## src/hw/rtl/dihedral_angle_four_points_top_defines.svh

```systemverilog
// assertion macros for the dihedral angle block
// used by dihedral_angle_four_points_top, expects clk and rst_n in scope
`ifndef DIHEDRAL_ANGLE_FOUR_POINTS_TOP_DEFINES_SVH
`define DIHEDRAL_ANGLE_FOUR_POINTS_TOP_DEFINES_SVH

// same-cycle implication, checked outside reset
`define DAFP_ASSERT(lbl, ante, cons, msg) \
  lbl: assert property (@(posedge clk) disable iff (!rst_n) (ante) |-> (cons)) \
    else $error(msg);

// next-cycle implication, checked outside reset
`define DAFP_ASSERT_NEXT(lbl, ante, cons, msg) \
  lbl: assert property (@(posedge clk) disable iff (!rst_n) (ante) |=> (cons)) \
    else $error(msg);

`endif

```

## src/hw/rtl/dafp_pkg.sv

```systemverilog
// shared constants and tables for the dihedral angle block
// no dependencies
`timescale 1ns / 1ps
`default_nettype none

package dafp_pkg;

  localparam int ROOT_FRAC = 16;
  localparam int NORM_BITS = 30;
  localparam int MUL_CW    = 16;
  localparam int OUT_W     = 17;
  localparam int XW        = NORM_BITS + 4;
  localparam int ZW        = 27;
  localparam int OUT_HALF  = 46080;

  localparam logic signed [ZW-1:0] HALF_TURN = 27'sd11796480;

  // atan(2^-i) in degrees, 2^-16 degree units
  localparam logic signed [ZW-1:0] ATAN_TAB [32] = '{
    27'sd2949120, 27'sd1740967, 27'sd919879, 27'sd466945,
    27'sd234379,  27'sd117304,  27'sd58666,  27'sd29335,
    27'sd14668,   27'sd7334,    27'sd3667,   27'sd1833,
    27'sd917,     27'sd458,     27'sd229,    27'sd115,
    27'sd57,      27'sd29,      27'sd14,     27'sd7,
    27'sd4,       27'sd2,       27'sd1,      27'sd0,
    27'sd0,       27'sd0,       27'sd0,      27'sd0,
    27'sd0,       27'sd0,       27'sd0,      27'sd0
  };

  typedef logic signed [OUT_W-1:0] angle_t;

endpackage

`default_nettype wire

```

## src/hw/rtl/dafp_mul.sv

```systemverilog
// pipelined signed multiplier, one 16-bit slice of b per stage
// depends on dafp_pkg
`timescale 1ns / 1ps
`default_nettype none

module dafp_mul #(
  parameter int AW = 8,
  parameter int BW = 8,
  parameter int SW = 1
) (
  input  logic                 clk,
  input  logic                 rst_n,
  input  logic                 en,
  input  logic                 vld_i,
  input  logic signed [AW-1:0] a_i,
  input  logic signed [BW-1:0] b_i,
  input  logic [SW-1:0]        side_i,
  output logic                 vld_o,
  output logic signed [AW+BW-1:0] p_o,
  output logic [SW-1:0]        side_o
);
  import dafp_pkg::*;

  localparam int NC  = (BW + MUL_CW - 1) / MUL_CW;
  localparam int BXW = NC * MUL_CW;
  localparam int PW  = AW + BW;

  logic signed [AW-1:0]  a_r    [NC];
  logic signed [BXW-1:0] b_r    [NC];
  logic signed [PW-1:0]  acc_r  [NC];
  logic [SW-1:0]         side_r [NC];
  logic                  vld_r  [NC];
  logic signed [BXW-1:0] b_ext;

  assign b_ext = BXW'(b_i);

  for (genvar k = 0; k < NC; k++) begin : g_stage
    logic signed [AW-1:0]     a_in;
    logic signed [BXW-1:0]    b_in;
    logic signed [PW-1:0]     acc_in;
    logic [SW-1:0]            side_in;
    logic                     vld_in;
    logic signed [MUL_CW:0]   chunk;
    logic signed [AW+MUL_CW:0] part;
    logic signed [PW-1:0]     part_sh;

    if (k == 0) begin : g_first
      assign a_in    = a_i;
      assign b_in    = b_ext;
      assign acc_in  = '0;
      assign side_in = side_i;
      assign vld_in  = vld_i;
    end else begin : g_next
      assign a_in    = a_r[k-1];
      assign b_in    = b_r[k-1];
      assign acc_in  = acc_r[k-1];
      assign side_in = side_r[k-1];
      assign vld_in  = vld_r[k-1];
    end

    // top slice carries the sign, the others are unsigned
    if (k == NC - 1) begin : g_top
      assign chunk = {b_in[BXW-1], b_in[k*MUL_CW +: MUL_CW]};
    end else begin : g_low
      assign chunk = {1'b0, b_in[k*MUL_CW +: MUL_CW]};
    end

    assign part    = a_in * chunk;
    assign part_sh = PW'(part) <<< (k * MUL_CW);

    always_ff @(posedge clk) begin
      if (!rst_n) begin
        vld_r[k] <= 1'b0;
      end else if (en) begin
        vld_r[k] <= vld_in;
      end
    end

    always_ff @(posedge clk) begin
      if (en) begin
        a_r[k]    <= a_in;
        b_r[k]    <= b_in;
        acc_r[k]  <= acc_in + part_sh;
        side_r[k] <= side_in;
      end
    end
  end

  assign vld_o  = vld_r[NC-1];
  assign p_o    = acc_r[NC-1];
  assign side_o = side_r[NC-1];

endmodule

`default_nettype wire

```

## config.mk

```make
export PLATFORM = sky130hd
export DESIGN_NAME = dafp_mul
export DESIGN_NICKNAME = d
export VERILOG_FILES = /design/src/hw/rtl/dihedral_angle_four_points_top_defines.svh /design/src/hw/rtl/dafp_pkg.sv /design/src/hw/rtl/dafp_mul.sv
export SDC_FILE = /design/constraint.sdc
export NUM_CORES = 1
export LEC_CHECK = 0
export BUFFER_PORTS_ARGS = -buffer_cell sky130_fd_sc_hd__clkbuf_2
export CAP_MARGIN = 10
export CELL_PAD_IN_SITES_DETAIL_PLACEMENT = 1
export CELL_PAD_IN_SITES_GLOBAL_PLACEMENT = 1
export CORE_ASPECT_RATIO = 0.8
export CORE_MARGIN = 2
export CORE_UTILIZATION = 50
export DETAILED_ROUTE_END_ITERATION = 8
export PLACE_DENSITY = 0.95
export SYNTH_ARGS = -nofsm -noshare
export SYNTH_HDL_FRONTEND = slang
export SYNTH_SLANG_ARGS = --single-unit
```

## constraint.sdc

```tcl
create_clock -name clk -period 7 [get_ports clk]
set_input_delay 0.35 -clock clk [delete_from_list [all_inputs] [get_ports clk]]
set_output_delay 0.35 -clock clk [all_outputs]
set_load 0.05 [all_outputs]
```

* Word-level counts from Yosys, hierarchy flattened
Memory sizes are Yosys's and may differ from the RTL's.
Cells that the tools add are included.
** Word-level totals
- Bits in registers :: 0
- Latch bits :: 0
- Memory bits (writable) :: 18
- Memory bits (read-only) :: 0
- Bits of input ports :: 21
- Output and inout port bits :: 18
- Logic and storage cells :: 12
- Memories :: 3
** Cells by class
- Add/subtract/negate cells :: 0
- $mul :: 1
- Divide/modulo/power cells :: 0
- $lt $le $gt $ge :: 0
- Eq/ne operators :: 0
- Shifts and indexed selects :: 0
- Mux-type cells :: 7
- Bitwise gates (word level) :: 0
- Reduce and logical (&&, ||, !) cells :: 1
** Memory list
- acc_r :: words 1, bits a word 16, rd ports 1, clocked after memory_dff 0, write ports 1, RTL line dafp_mul.sv:30 : logic signed [PW-1:0] acc_r [NC];
- side_r :: words 1, bits a word 1, rd ports 1, clocked after memory_dff 0, write ports 1, RTL line dafp_mul.sv:31 : logic [SW-1:0] side_r [NC];
- vld_r :: words 1, bits a word 1, rd ports 1, clocked after memory_dff 0, write ports 1, RTL line dafp_mul.sv:32 : logic vld_r [NC];
** Operators by type and width (count)
- 8-bit by 8-bit multiplier with 16-bit output :: 1
- 1-bit two-way mux :: 7
- 1-bit OR reduction :: 1

* Logic depth before layout (Yosys ltp)
- Depth in word-level cells :: 5
- Mapped depth :: 17
- Depth with buffers taken out :: 17

* Least setup slack after synthesis
OpenSTA, ideal clock, no wires.
- Path kind :: in2reg
- Start point :: in b_i[4]
- End point :: mem acc_r[0][15] (netlist name), data pin
- Setup time :: 264 ps
- Arrival :: 3876 ps
- Required time :: 6736 ps
- Setup slack :: 2860 ps
- Stages on the path :: 15
- Buffers on the path :: 0
- Path through :: and2_1 -> fa_1 -> inv_1 -> fa_1 -> inv_1 -> fa_1 -> inv_1 -> fa_1 -> inv_1 -> ha_1 -> a21o_1 -> a21oi_4 -> a21oi_2 -> o41ai_2 -> xnor2_1
** Between the ends
- Word-level cells in the longest chain between the ends :: 1
** RTL lines
- start: declaration :: RTL line dafp_mul.sv:16 : input logic signed [BW-1:0] b_i,
- 8-bit by 8-bit multiplier with 16-bit output :: RTL line dafp_mul.sv:68 : assign part = a_in * chunk;
- named net g_stage[0].part[15] :: RTL line dafp_mul.sv:44 : logic signed [AW+MUL_CW:0] part;
- end: declaration :: RTL line dafp_mul.sv:30
The timed path passes the listed nets, and every way through them passes these cells.

* Final worst setup path
- Start point :: in b_i[4]
- End point :: mem acc_r[0][14] (netlist name), data pin
The elaborated chain is that of the path after synthesis.

==> metrics.txt <==
outcome completed; Peak VDD IR 0.223 mV; LEAKAGE 1.72 nW; # hold bufs at CTS 0; DR vias 2226; Routed Antenna Nets 0; Worst Setup SP b_i[4]; critical path cell sequence clkbuf_2, and2_1, fa_1, inv_1, fa_1, inv_1, fa_1, inv_1, fa_1, inv_1, ha_1, o21a_1, o31a_1, nor4b_2, o21ai_1, xor2_1; RD Place Congestion 0.861; Power Density 377 nW/um^2; Die W 92.1 um; Hold Fails Final Rpt 0; Slew @ Worst Pin 0.461 ns; Slowest-stage cell, CP fa_1; Setup crit start kind primary input; final wirelength between 6000 and 7000 um; Data arrival, critical path 4.34 ns; RSZ-0062 raised after global routing false; Area Growth Syn to Fin 10.8%; period utilization between 60 and 70%; register area share after synthesis 17.4%; Worst setup EP type flop; Hold WC Path Type in2reg; wire length per cell 16.0 um; Num CTS Buffers 3; die footprint 6860 um^2; post-synthesis cell type count 30; initial core utilization 52.3%; Initial DRT Pass Iterations 4; vias in the first global route 2604; Syn Inst Count 313; layout cells sized above 1 13.0%; CP max stage delay 0.54 ns; required time worst endpoint 7.00 ns; post-synth top area share 35.4%; Row Count 25; total gr overflow 0; Resize count post-CTS 0; clock slew seen by the registers of the worst setup and hold paths 0.07 ns; fin nets 461; hold path start side_i; Max Freq 230 MHz; Clock Root Buffer clkbuf_8; commonest non-fill, non-tap cell in the layout inv_1; Synth Warn # 0; I/O pin count 39; clk sinks 18; Syn Std Cell Area approximately 3100 um^2; Syn Nets 418; Port Buffers 38; Critical Setup Path Class in2reg; Post-CTS Setup Repair Bufs 0; commonest non-fill, non-tap cells in the layout 88 x inv_1, 55 x fa_1, 43 x and2_1, 38 x clkbuf_2, 29 x ha_1; Initial DRC Count 68; synth top area cells fa_1 35%, edfxtp_1 17%, ha_1 12%; Power Total around 1.3 mW; max cap viols 0; Clock Path Buffers 2; vias per cell 5.11; final hold slack 0.275 ns; DP HPWL 6120 um; synthesized flop and latch total 18; Hold Path Stages 1; antenna violations before repair 0; Die Ht between 70 and 80 um; diode count 0; Hold Path End side_r[0]; drc violations 0; global-route wire length before repair between 10000 and 15000 um; Setup TNS 0 ns; largest delay contributor family on the critical path adder cells; Slew HR ~69%; core area approximately 5900 um^2; largest net degree at the start of global routing 20; H-tree depth 1; Syn Area/Cell around 9.9 um^2; Setup-failing EPs final 0; fin. max-slew vios 0; CP bufs+invs 5; Worst Path Max Fanout 8; CTS tree done; min Tclk post-route between 4 and 5 ns; Synth area leader fa_1; total track usage 22.9%
==> power by group <==
part	internal (mW)	switching [mW]
clock	0.0389	0.0342
sequential	0.203	0.0109
combinational	0.380	0.631
total	0.623	0.676
==> Yosys cell counts, drive strengths merged <==
master   n
nand3    2
nor3     2
mux2     1
o211ai   1
nor2    10
nand2b   2
fa      55
xor2     3
and2    43
o41ai    1
or4      1
o31a     1
edfxtp  18
nand2   15
a21boi   1
ha      29
xnor2   11
o21ai    4
nand4    1
a21o     1
inv     88
and3     1
nor2b    9
nand4b   1
nor4b    1
a21oi    9
o21a     2
==> registers in the layout, indices dropped and copies added, names as in the netlist <==
name	cells
acc_r	16
side_r	1
vld_r	1
==> per-layer routing <==
| layer | global-route usage, % | share of wire, % | vias to the layer above |
|---|---|---|---|
| li1 | - | - | 1027 |
| met1 | 25.7 | 38 | 1126 |
| met2 | 46.2 | 55 | 53 |
| met3 | 2.43 | 3.2 | 20 |
| met4 | 7.79 | 3.4 | 0 |
| met5 | 0 | 0 | - |
==> worst max-delay path by stage <==
stage / endpoint / slack, ns / cells past startpoint
after floorplan: acc_r[0][15] / 2.86 / 15
after global placement: acc_r[0][14] / 2.56 / 16
after detailed placement: acc_r[0][14] / 2.37 / 16
after CTS: acc_r[0][14] / 2.65 / 16
after global routing: acc_r[0][14] / 2.43 / 16
final: acc_r[0][14] / 2.66 / 16
==> through the flow <==
stage                     utilization, %  std cells  setup WS (ns)  area, um^2
after floorplan                        -        313           2.86        3110
after global placement              57.2        432           2.56        3400
after detailed placement            57.2        432           2.37        3400
after CTS                           57.9        436           2.65        3440
after global routing                57.9        436           2.43        3440
final                               57.9        436           2.66        3440
==> kinds of logic (layout without fill, tap and decap cells) <==
kind of cell	after synthesis	in the layout	share of synthesized area [%]
AOI/OAI and AO/OA	20	20	4.59
adders and majority gates	84	84	47.1
and+or+nand+nor	88	88	15.9
muxes	1	1	0.362
DFF	18	18	17.4
buffers and inverters	88	130	10.6
xor gates and xnor gates	14	14	3.95
==> area by class of cell <==
class | count | area [um^2]
multi-input cells | 207 | 2240
clock buffers | 3 | 41.3
fillers | 690 | 2500
clock inverters | 1 | 3.75
flip-flops and latches | 18 | 541
repair buffers | 38 | 190
inverters | 88 | 330
well taps | 81 | 101
No activity file was read; power rests on OpenSTA's default activity.
